**config.mk**
```make
export PLATFORM = sky130hd
export DESIGN_NAME = accel_bias_calibration_sequencer
export DESIGN_NICKNAME = d
export VERILOG_FILES = /design/src/rtl/abcs_pkg.sv /design/src/rtl/accel_bias_calibration_sequencer.sv
export SDC_FILE = /design/constraint.sdc
export NUM_CORES = 2
export LEC_CHECK = 0
export BUFFER_PORTS_ARGS = -buffer_cell sky130_fd_sc_hd__buf_2
export CAP_MARGIN = 20
export CORE_MARGIN = 3
export CORE_UTILIZATION = 40
export CTS_CLUSTER_SIZE = 28
export DETAILED_ROUTE_END_ITERATION = 12
export PLACE_DENSITY = 0.62
export RECOVER_POWER = 100
export REMOVE_ABC_BUFFERS = 1
export SYNTH_ARGS = -nofsm -noshare
export SYNTH_HDL_FRONTEND = slang
export SYNTH_SLANG_ARGS = --single-unit
```
**constraint.sdc**
```tcl
create_clock -name clk -period 8.7 [get_ports clk]
set_clock_uncertainty 0.05 [all_clocks]
set_input_delay 0.87 -clock clk [delete_from_list [all_inputs] [get_ports clk]]
set_output_delay 0.87 -clock clk [all_outputs]
set_load 0.005 [all_outputs]
```
**src/rtl/abcs_pkg.sv**
```systemverilog
// ----------------------------------------------------------------------------
// abcs_pkg
// Types and constants of the accelerometer bias calibration sequencer:
// command and event codes, the phase state encoding and pipeline records.
// ----------------------------------------------------------------------------
package abcs_pkg;

	localparam int CMD_W   = 2;
	localparam int LOWG_W  = 20;
	localparam int HIGHG_W = 23;
	localparam int TOL_W   = 16;
	localparam int BIAS_W  = 24;
	localparam int SUM_W   = 32;
	localparam int CNT_W   = 7;
	localparam int PHASE_W = 3;
	localparam int EVT_W   = 3;
	localparam int DIST_W  = 22;

	localparam logic [TOL_W-1:0] TOL_RESET = 16'd786;

	// 1 g in Q16
	localparam logic signed [SUM_W-1:0] ONE_G = 32'sd65536;

	// result queue depth, also the number of items that may be in flight
	localparam int OUT_DEPTH = 8;
	localparam int PTR_W     = $clog2(OUT_DEPTH);
	localparam int OCC_W     = $clog2(OUT_DEPTH + 4) + 1;

	localparam logic [CMD_W-1:0] CMD_SAMPLE = 2'd0;
	localparam logic [CMD_W-1:0] CMD_BEGIN  = 2'd1;
	localparam logic [CMD_W-1:0] CMD_ABORT  = 2'd2;

	typedef enum logic [EVT_W-1:0] {
		EVT_NONE  = 3'd0,
		EVT_READY = 3'd1,
		EVT_NEXT  = 3'd2,
		EVT_DONE  = 3'd3,
		EVT_ABORT = 3'd4
	} evt_t;

	typedef enum logic [6:0] {
		PH_IDLE  = 7'b0000001,
		PH_POS_X = 7'b0000010,
		PH_NEG_X = 7'b0000100,
		PH_POS_Y = 7'b0001000,
		PH_NEG_Y = 7'b0010000,
		PH_POS_Z = 7'b0100000,
		PH_NEG_Z = 7'b1000000
	} phase_t;

	// per-item record handed from the control stage to the bias stages
	typedef struct packed {
		logic [PHASE_W-1:0] phase;
		evt_t               evt;
		logic               accepted;
		logic               commit;
		logic               abort;
		logic               div_en;
		logic [1:0]         axis;
		logic               neg;
	} ctrl_t;

	typedef struct packed {
		logic [PHASE_W-1:0]       phase;
		evt_t                     evt;
		logic                     accepted;
		logic                     commit;
		logic signed [BIAS_W-1:0] bias_x;
		logic signed [BIAS_W-1:0] bias_y;
		logic signed [BIAS_W-1:0] bias_z;
	} res_t;

	function automatic logic [PHASE_W-1:0] phase_code(input phase_t ph);
		logic [PHASE_W-1:0] code;
		case (ph)
			PH_IDLE:  code = 3'd0;
			PH_POS_X: code = 3'd1;
			PH_NEG_X: code = 3'd2;
			PH_POS_Y: code = 3'd3;
			PH_NEG_Y: code = 3'd4;
			PH_POS_Z: code = 3'd5;
			PH_NEG_Z: code = 3'd6;
			default:  code = 3'd0;
		endcase
		return code;
	endfunction

endpackage

```
**src/rtl/accel_bias_calibration_sequencer.sv**
```systemverilog
// ----------------------------------------------------------------------------
// accel_bias_calibration_sequencer
// Six-orientation bias calibration of a high-g accelerometer against a
// low-g reference, one result per input item.
// ----------------------------------------------------------------------------
// Usage: an input transfer (in_valid high, in_stall low) carries a command
// and one set of low-g and high-g readings. Every input transfer yields
// exactly one output transfer (out_valid high, out_stall low) carrying the
// phase, event, sample flag, commit flag and the working bias of all axes.
// The user writes accept_tolerance through cfg_we / cfg_wdata only while idle;
// the block itself does not enforce this. Throughput: one item per cycle
// while in_stall is low; the phase, count and sum update sits in the
// control stage, and the bias division (reciprocal multiply, then one
// correction) follows in two pipeline stages behind it.
// An eight-entry result queue decouples the sides: in_stall rises once
// eight accepted items have not yet been taken, so a stalling receiver
// stops the input within that margin and no result is lost.
// Reset (arst_n low) empties the pipeline and queue, returns to idle,
// clears count, sum, working and stored bias, and loads the tolerance
// with its default.
// ----------------------------------------------------------------------------
module accel_bias_calibration_sequencer #(
	parameter int SAMPLES_PER_SIDE = 50
) (
	input  logic                                clk,
	input  logic                                arst_n,

	input  logic                                cfg_we,
	input  logic [abcs_pkg::TOL_W-1:0]          cfg_wdata,

	input  logic                                in_valid,
	output logic                                in_stall,
	input  logic [abcs_pkg::CMD_W-1:0]          cmd,
	input  logic signed [abcs_pkg::LOWG_W-1:0]  lowg_x,
	input  logic signed [abcs_pkg::LOWG_W-1:0]  lowg_y,
	input  logic signed [abcs_pkg::LOWG_W-1:0]  lowg_z,
	input  logic signed [abcs_pkg::HIGHG_W-1:0] highg_x,
	input  logic signed [abcs_pkg::HIGHG_W-1:0] highg_y,
	input  logic signed [abcs_pkg::HIGHG_W-1:0] highg_z,

	output logic                                out_valid,
	input  logic                                out_stall,
	output logic [abcs_pkg::PHASE_W-1:0]        phase,
	output logic [abcs_pkg::EVT_W-1:0]          event_res,
	output logic                                sample_accepted,
	output logic                                committed,
	output logic signed [abcs_pkg::BIAS_W-1:0]  bias_x,
	output logic signed [abcs_pkg::BIAS_W-1:0]  bias_y,
	output logic signed [abcs_pkg::BIAS_W-1:0]  bias_z
);

	localparam logic [7:0]  DIVISOR  = 8'(2 * SAMPLES_PER_SIDE);
	localparam logic [63:0] RECIP_W  = (64'd1 << 32) / 64'(DIVISOR);
	localparam logic [31:0] RECIP    = RECIP_W[31:0];
	localparam logic [abcs_pkg::CNT_W-1:0] CNT_END = abcs_pkg::CNT_W'(SAMPLES_PER_SIDE);

	// configuration
	logic [abcs_pkg::TOL_W-1:0] tol_q;

	// input stage
	logic                                v_s1;
	logic [abcs_pkg::CMD_W-1:0]          cmd_s1;
	logic signed [abcs_pkg::LOWG_W-1:0]  lowg_s1 [3];
	logic signed [abcs_pkg::HIGHG_W-1:0] highg_s1 [3];

	// control state
	abcs_pkg::phase_t                  phase_q;
	logic [abcs_pkg::CNT_W-1:0]        cnt_q;
	logic signed [abcs_pkg::SUM_W-1:0] sum_q;

	// bias state
	logic signed [abcs_pkg::BIAS_W-1:0] bias_q [3];
	logic signed [abcs_pkg::BIAS_W-1:0] stored_q [3];

	// pipeline after control
	logic            v_s2, v_s3;
	abcs_pkg::ctrl_t ctrl_s2, ctrl_s3;
	logic [31:0]     mag_s2, mag_s3;
	logic [31:0]     q0_s3;

	// result queue
	abcs_pkg::res_t                    fifo_q [abcs_pkg::OUT_DEPTH];
	logic [abcs_pkg::PTR_W-1:0]        wr_ptr_q, rd_ptr_q;
	logic [abcs_pkg::PTR_W:0]          fifo_cnt_q;
	logic [abcs_pkg::OCC_W-1:0]        occ;
	logic                              accept, push, pop;

	// control stage signals
	abcs_pkg::phase_t                  phase_nx;
	logic [abcs_pkg::CNT_W-1:0]        cnt_nx, cnt_inc;
	logic signed [abcs_pkg::SUM_W-1:0] sum_nx, sum_add, nominal, term;
	logic signed [abcs_pkg::SUM_W-1:0] diff;
	logic [abcs_pkg::DIST_W-1:0]       err_mag;
	logic                              active, neg, hit;
	logic [1:0]                        axis;
	logic signed [abcs_pkg::LOWG_W-1:0]  lowg_sel;
	logic signed [abcs_pkg::HIGHG_W-1:0] highg_sel;
	abcs_pkg::ctrl_t                   ctrl_nx;
	logic [31:0]                       mag_nx;

	// division stage signals
	logic [63:0]                        prod;
	logic [39:0]                        rem;
	logic [31:0]                        quot, squot;
	logic signed [abcs_pkg::BIAS_W-1:0] bias_nx [3];
	abcs_pkg::res_t                     res;

	// ---------------- handshake and occupancy ----------------
	assign occ = abcs_pkg::OCC_W'(v_s1) + abcs_pkg::OCC_W'(v_s2) + abcs_pkg::OCC_W'(v_s3)
		+ abcs_pkg::OCC_W'(fifo_cnt_q);
	assign in_stall  = (occ >= abcs_pkg::OCC_W'(abcs_pkg::OUT_DEPTH));
	assign accept    = in_valid && !in_stall;
	assign out_valid = (fifo_cnt_q != '0);
	assign pop       = out_valid && !out_stall;
	assign push      = v_s3;

	always_ff @(posedge clk or negedge arst_n) begin
		if (!arst_n) begin
			tol_q <= abcs_pkg::TOL_RESET;
		end else if (cfg_we) begin
			tol_q <= cfg_wdata;
		end
	end

	// ---------------- input register ----------------
	always_ff @(posedge clk or negedge arst_n) begin
		if (!arst_n) begin
			v_s1 <= 1'b0;
		end else begin
			v_s1 <= accept;
		end
	end

	always_ff @(posedge clk) begin
		if (accept) begin
			cmd_s1      <= cmd;
			lowg_s1[0]  <= lowg_x;
			lowg_s1[1]  <= lowg_y;
			lowg_s1[2]  <= lowg_z;
			highg_s1[0] <= highg_x;
			highg_s1[1] <= highg_y;
			highg_s1[2] <= highg_z;
		end
	end

	// ---------------- control stage ----------------
	always_comb begin
		active = 1'b1;
		neg    = 1'b0;
		axis   = 2'd0;
		case (phase_q)
			abcs_pkg::PH_POS_X: begin axis = 2'd0; neg = 1'b0; end
			abcs_pkg::PH_NEG_X: begin axis = 2'd0; neg = 1'b1; end
			abcs_pkg::PH_POS_Y: begin axis = 2'd1; neg = 1'b0; end
			abcs_pkg::PH_NEG_Y: begin axis = 2'd1; neg = 1'b1; end
			abcs_pkg::PH_POS_Z: begin axis = 2'd2; neg = 1'b0; end
			abcs_pkg::PH_NEG_Z: begin axis = 2'd2; neg = 1'b1; end
			default:            begin active = 1'b0; end
		endcase
	end

	always_comb begin
		case (axis)
			2'd1:    begin lowg_sel = lowg_s1[1]; highg_sel = highg_s1[1]; end
			2'd2:    begin lowg_sel = lowg_s1[2]; highg_sel = highg_s1[2]; end
			default: begin lowg_sel = lowg_s1[0]; highg_sel = highg_s1[0]; end
		endcase
	end

	assign nominal = neg ? -abcs_pkg::ONE_G : abcs_pkg::ONE_G;
	assign diff    = abcs_pkg::SUM_W'(lowg_sel) - nominal;
	assign err_mag = diff[abcs_pkg::SUM_W-1] ? abcs_pkg::DIST_W'(-diff)
		: abcs_pkg::DIST_W'(diff);
	assign hit     = (err_mag < abcs_pkg::DIST_W'(tol_q));
	assign term    = nominal - abcs_pkg::SUM_W'(highg_sel);
	assign sum_add = sum_q + term;
	assign cnt_inc = cnt_q + 1'b1;

	always_comb begin
		phase_nx         = phase_q;
		cnt_nx           = cnt_q;
		sum_nx           = sum_q;
		mag_nx           = '0;
		ctrl_nx.evt      = abcs_pkg::EVT_NONE;
		ctrl_nx.accepted = 1'b0;
		ctrl_nx.commit   = 1'b0;
		ctrl_nx.abort    = 1'b0;
		ctrl_nx.div_en   = 1'b0;
		ctrl_nx.axis     = axis;
		ctrl_nx.neg      = 1'b0;
		case (cmd_s1)
			abcs_pkg::CMD_BEGIN: begin
				if (phase_q == abcs_pkg::PH_IDLE) begin
					phase_nx    = abcs_pkg::PH_POS_X;
					cnt_nx      = '0;
					sum_nx      = '0;
					ctrl_nx.evt = abcs_pkg::EVT_READY;
				end
			end
			abcs_pkg::CMD_ABORT: begin
				phase_nx      = abcs_pkg::PH_IDLE;
				cnt_nx        = '0;
				sum_nx        = '0;
				ctrl_nx.evt   = abcs_pkg::EVT_ABORT;
				ctrl_nx.abort = 1'b1;
			end
			abcs_pkg::CMD_SAMPLE: begin
				if (active && hit) begin
					ctrl_nx.accepted = 1'b1;
					sum_nx           = sum_add;
					cnt_nx           = cnt_inc;
					if (cnt_inc >= CNT_END) begin
						cnt_nx = '0;
						if (neg) begin
							// end of a negative phase: hand the sum magnitude to the divider
							ctrl_nx.div_en = 1'b1;
							ctrl_nx.neg    = sum_add[abcs_pkg::SUM_W-1];
							mag_nx         = sum_add[abcs_pkg::SUM_W-1] ? 32'(-sum_add)
								: 32'(sum_add);
							sum_nx         = '0;
						end
						if (phase_q == abcs_pkg::PH_NEG_Z) begin
							phase_nx       = abcs_pkg::PH_IDLE;
							ctrl_nx.commit = 1'b1;
							ctrl_nx.evt    = abcs_pkg::EVT_DONE;
						end else begin
							// one-hot phases advance by a shift
							phase_nx    = abcs_pkg::phase_t'({phase_q[5:0], 1'b0});
							ctrl_nx.evt = abcs_pkg::EVT_NEXT;
						end
					end
				end
			end
			default: begin
			end
		endcase
		ctrl_nx.phase = abcs_pkg::phase_code(phase_nx);
	end

	always_ff @(posedge clk or negedge arst_n) begin
		if (!arst_n) begin
			phase_q <= abcs_pkg::PH_IDLE;
			cnt_q   <= '0;
			sum_q   <= '0;
			v_s2    <= 1'b0;
		end else begin
			v_s2 <= v_s1;
			if (v_s1) begin
				phase_q <= phase_nx;
				cnt_q   <= cnt_nx;
				sum_q   <= sum_nx;
			end
		end
	end

	always_ff @(posedge clk) begin
		ctrl_s2 <= ctrl_nx;
		mag_s2  <= mag_nx;
	end

	// ---------------- reciprocal multiply ----------------
	assign prod = 64'(mag_s2) * 64'(RECIP);

	always_ff @(posedge clk or negedge arst_n) begin
		if (!arst_n) begin
			v_s3 <= 1'b0;
		end else begin
			v_s3 <= v_s2;
		end
	end

	always_ff @(posedge clk) begin
		ctrl_s3 <= ctrl_s2;
		mag_s3  <= mag_s2;
		q0_s3   <= prod[63:32];
	end

	// ---------------- correction and bias update ----------------
	// the reciprocal estimate is at most one below the true quotient
	assign rem   = 40'(mag_s3) - 40'(q0_s3) * 40'(DIVISOR);
	assign quot  = (rem >= 40'(DIVISOR)) ? q0_s3 + 32'd1 : q0_s3;
	assign squot = ctrl_s3.neg ? 32'(-quot) : quot;

	always_comb begin
		for (int i = 0; i < 3; i++) begin
			bias_nx[i] = bias_q[i];
		end
		if (ctrl_s3.abort) begin
			for (int i = 0; i < 3; i++) begin
				bias_nx[i] = stored_q[i];
			end
		end else if (ctrl_s3.div_en) begin
			bias_nx[ctrl_s3.axis] = squot[abcs_pkg::BIAS_W-1:0];
		end
	end

	always_comb begin
		res.phase    = ctrl_s3.phase;
		res.evt      = ctrl_s3.evt;
		res.accepted = ctrl_s3.accepted;
		res.commit   = ctrl_s3.commit;
		res.bias_x   = bias_nx[0];
		res.bias_y   = bias_nx[1];
		res.bias_z   = bias_nx[2];
	end

	always_ff @(posedge clk or negedge arst_n) begin
		if (!arst_n) begin
			for (int i = 0; i < 3; i++) begin
				bias_q[i]   <= '0;
				stored_q[i] <= '0;
			end
		end else if (v_s3) begin
			for (int i = 0; i < 3; i++) begin
				bias_q[i] <= bias_nx[i];
				if (ctrl_s3.commit) begin
					stored_q[i] <= bias_nx[i];
				end
			end
		end
	end

	// ---------------- result queue ----------------
	always_ff @(posedge clk or negedge arst_n) begin
		if (!arst_n) begin
			wr_ptr_q   <= '0;
			rd_ptr_q   <= '0;
			fifo_cnt_q <= '0;
		end else begin
			if (push) begin
				wr_ptr_q <= wr_ptr_q + 1'b1;
			end
			if (pop) begin
				rd_ptr_q <= rd_ptr_q + 1'b1;
			end
			case ({push, pop})
				2'b10:   fifo_cnt_q <= fifo_cnt_q + 1'b1;
				2'b01:   fifo_cnt_q <= fifo_cnt_q - 1'b1;
				default: fifo_cnt_q <= fifo_cnt_q;
			endcase
		end
	end

	always_ff @(posedge clk) begin
		if (push) begin
			fifo_q[wr_ptr_q] <= res;
		end
	end

	assign phase           = fifo_q[rd_ptr_q].phase;
	assign event_res       = fifo_q[rd_ptr_q].evt;
	assign sample_accepted = fifo_q[rd_ptr_q].accepted;
	assign committed       = fifo_q[rd_ptr_q].commit;
	assign bias_x          = fifo_q[rd_ptr_q].bias_x;
	assign bias_y          = fifo_q[rd_ptr_q].bias_y;
	assign bias_z          = fifo_q[rd_ptr_q].bias_z;

`ifndef SYNTH
	// a result never lands in a full queue unless one leaves in the same cycle
	a_no_overflow: assert property (@(posedge clk) disable iff (!arst_n)
		push |-> (fifo_cnt_q != (abcs_pkg::PTR_W+1)'(abcs_pkg::OUT_DEPTH)) || pop)
		else $error("result queue overflow");

	// items in flight never exceed the queue capacity
	a_occ_bound: assert property (@(posedge clk) disable iff (!arst_n)
		occ <= abcs_pkg::OCC_W'(abcs_pkg::OUT_DEPTH))
		else $error("occupancy beyond queue depth");

	// a commit only comes with the completion event and a return to idle
	a_commit_done: assert property (@(posedge clk) disable iff (!arst_n)
		out_valid && committed |-> (event_res == abcs_pkg::EVT_DONE) && (phase == '0))
		else $error("commit without completion");

	// a division result is only produced at the end of a negative phase sample
	a_div_sample: assert property (@(posedge clk) disable iff (!arst_n)
		v_s3 && ctrl_s3.div_en |-> ctrl_s3.accepted
			&& (ctrl_s3.evt == abcs_pkg::EVT_NEXT || ctrl_s3.evt == abcs_pkg::EVT_DONE))
		else $error("bias division outside phase end");
`endif

endmodule
```
==> metrics.yaml <==
placed_design:
  port_buffers: 233
  globalplace.congestion: 0.896
  placed_cells: 7173
  hpwl_mm: 111
global_route:
  grt-ovfl-total: 0
  grt_pass1_wl_mm: 243
  grt_pass1_vias: 41513
  met1_usage_pct: 26.4
  use_met2_pct: 32.1
  grt_util_all_layers_pct: 19.2
  grt_max_degree: 89
  gr-usage-met3_pct: 2.43
  busiest_layer: "met2"
  antenna_found_initial: 6
worst_setup_path:
  cp-start-kind: "flip-flop"
  crit_path_max_incr_delay_ns: 0.57
  r2r_start: "q0_s3[14]$_DFF_P_"
  critPathKind: "reg2reg"
  critPathSlowestCell: "or4b_1"
  path_max_fanout: 9
  crit_arrival_ns: 8.83
  crit_start: "q0_s3[14]$_DFF_P_"
  crit_top_cell: "ha_1"
  cp.required_ns: 9.26
  worstSetupEndpointType: "flip-flop"
  ff2ff_path_depth: 33
synthesis:
  synth_area_leader_cell: "edfxtp_1"
  ys_warn_count: 0
  synth_top_area_share_pct: 36.6
  synth_edf_count: 771
  avgSynthCellArea_sq_um: 13.1
  synth_cells: 4850
  mappedNetlistArea_sq_um: 63300
  seq_area_frac_synth_pct: 48.8
  ys_seq_elements: 1102
  synthTopCellsByArea: "edfxtp_1 37%, ha_1 10%, fa_1 10%"
  synthArstFlopShare_pct: 19.9
  synth_cell_types: 97
  synth_ff_type: "edfxtp_1"
drt:
  vias_per_cell: 5.41
  drtAntennaViolNets: 0
  wire_per_inst_um: 21.2
  num_vias: 39989
  drt_iter0_drc: 2873
  drtPass1Iterations: 5
  wirelength_mm: 156
  drc: 0
clocking:
  cts_buffers: 112
  cts_buffer_depth: 3
  clkLatencyLatePin_ns: 0.74
  tritoncts: "yes"
  cts_root_buf: "clkbuf_16"
  path_clk_slew_ns: 0.06
  cts.sinks: 1102
  cts_hold_buf: 0
  htreeDepth: 3
power:
  power_density_nw_per_um2: 230
  leakage_nw: 31.0
  power_mw: 16.6
  max-vdd-ir-drop_mv: 0.257
outcome:
  outcome: "complete, but fails checks"
  failed_checks: "capacitance limit, slew limit"
worst_hold_path:
  holdCritStartpoint: "ctrl_s2[0]$_SDFF_PN0_"
  hold_path_depth: 0
  hp-class: "reg2reg"
floorplanning:
  fp.dieH_um: 404
  die_w_um: 404
  fp.coreArea_sq_um: 157000
  ios: 234
  dieArea_sq_um: 163000
  rows: 145
  start_util_pct: 40.4
timing:
  drv_slew: 987
  min_period_ns: 8.27
  timing.final.crit_share_pct: 95.1
  worst_pin_slew_ns: 5.04
  max_freq_mhz: 121
  final_hold_viol_count: 0
  slew_headroom_pct: -236
  setup_violations: 0
cells_and_area:
  ff_latch_area_sq_um: 30900
  area_delta_synth_final_pct: 13.7
  multi_input_area_sq_um: 30200
  drive_above_1_share_pct: 17.1
  fill_cells: 14076
  final-instance-count-excl-fill: 7395
  final_net_count: 6221
flow_run:
  max-cap-violations: 26
==> cell usage after synthesis, drive strengths merged, types with 60 or more instances <==
| cell type | count |
|---|---|
| edfxtp | 771 |
| ha | 513 |
| inv | 459 |
| fa | 319 |
| nand2 | 276 |
| o21ai | 235 |
| a21oi | 216 |
| nor2 | 215 |
| dfrtp | 214 |
| mux4 | 160 |
| clkbuf | 157 |
| mux2 | 138 |
| xnor2 | 117 |
| dfxtp | 112 |
| xor2 | 71 |
| a21o | 60 |
==> power breakdown <==
group | switching [mW] | internal, mW | leakage [nW]
sequential | 0.354 | 6.44 | 10.8
clock | 2.09 | 2.82 | 1.86
combinational | 2.79 | 2.09 | 18.4
total | 5.23 | 11.4 | 31.0
==> worst max-delay path, delay by kind of cell, from the launching register on <==
family                   cells  cell delay (ns)
AO/OA/AOI/OAI                9             2.29
XOR/XNOR                     1             0.14
adder cells (fa/ha/maj)      6             2.05
buffers and inverters        5             0.57
flip-flops                   1             0.39
AND/OR/NAND/NOR             12             2.62
==> sequential cells by signal, summed over array words and instances (netlist names), 2 cells and up <==
signal      flops
cmd_s1          2
q0_s3          26
fifo_q        640
mag_s2         32
fifo_cnt_q      4
phase_q         7
stored_q       72
tol_q          16
sum_q          32
lowg_s1        60
cnt_q           7
bias_q         72
ctrl_s2        12
highg_s1       69
rd_ptr_q        3
ctrl_s3        12
wr_ptr_q        3
mag_s3         30
==> cell usage in the layout (no fill, tap or decap), drive strengths merged, types with 21 or more instances in the layout <==
| cell type | synthesis | layout |
|---|---|---|
| buf | 35 | 379 |
| nor2b | 52 | 52 |
| ha | 513 | 513 |
| a31oi | 49 | 49 |
| a211oi | 22 | 22 |
| a221o | 39 | 39 |
| nand2 | 276 | 276 |
| mux2i | 33 | 33 |
| mux2 | 138 | 138 |
| xnor2 | 117 | 117 |
| a21oi | 216 | 216 |
| clkinv | 0 | 36 |
| o31ai | 25 | 25 |
| dfxtp | 112 | 112 |
| xor2 | 71 | 71 |
| a22oi | 49 | 49 |
| nand2b | 28 | 28 |
| and3 | 32 | 32 |
| o21ai | 235 | 235 |
| nor3 | 42 | 42 |
| nor2 | 215 | 215 |
| nand3 | 50 | 50 |
| fa | 319 | 319 |
| clkbuf | 157 | 238 |
| inv | 459 | 466 |
| or3 | 21 | 21 |
| nand4 | 21 | 21 |
| a21o | 60 | 60 |
| mux4 | 160 | 160 |
| a22o | 29 | 29 |
| edfxtp | 771 | 771 |
| dfrtp | 214 | 214 |
==> through the flow <==
step,instance area [sq um],hold slack [ns],TNS [ns],worst slack (ns),util [%]
after floorplan,62600,0.260,-72.66,-0.577,-
after global placement,68200,0.261,-3.20,-0.208,43.5
after detailed placement,68200,0.262,-10.38,-0.291,43.5
after CTS,72000,0.0616,0,0.00255,46.0
after global routing,72000,0.202,-0.526,-0.0303,45.9
final,72000,0.250,0,0.427,45.9
==> layer usage <==
layer | vias up | share of wire [%]
li1 | 18575 | -
met1 | 20221 | 44
met2 | 976 | 49
met3 | 217 | 4.5
met4 | 0 | 2.5
met5 | - | 0
==> final timing paths <==
check                                                 to  slack, ns
max in group asynchronous           sum_q[3]$_DFFE_PN0P_       1.39
worst min-delay path                  ctrl_s3[0]$_DFF_P_       0.25
worst max register to register   fifo_q[3][18]$_DFFE_PP_       0.43
worst max-delay path             fifo_q[3][18]$_DFFE_PP_       0.43
min in group asynchronous       stored_q[68]$_DFFE_PN0P_       1.91
worst min register to register        ctrl_s3[0]$_DFF_P_       0.25
==> area by class of cell <==
class,count,share of cell area [%]
Sequential cell,1102,42.9
Multi-Input combinational cell,3097,42.0
Clock buffer,153,4.36
Timing Repair Buffer,465,3.78
Tap cell,2058,3.58
Inverter,459,2.39
Clock inverter,59,0.944
Antenna cell,2,0.00695
==> timing repair <==
item | in CTS | in global routing
buffers inserted | 1 | 4
pin swaps | 2 | 15
setup endpoints to repair | 109 | 654
gates resized for setup | 14 | 34
==> cells by family (layout without fill, tap and decap cells) <==
| group | count (synthesis) | in the layout | share of synthesized area (%) |
|---|---|---|---|
| AOI/OAI and AO/OA | 899 | 899 | 9.31 |
| xor gates and xnor gates | 188 | 188 | 2.61 |
| adders and majority gates | 833 | 833 | 20.2 |
| buffers and inverters | 651 | 1136 | 3.87 |
| DFF | 1102 | 1102 | 48.8 |
| muxes | 331 | 331 | 8.67 |
| other | 0 | 2 | 0 |
| and+or+nand+nor | 846 | 846 | 6.51 |
Note: power is estimated with default switching activity, not from simulation.
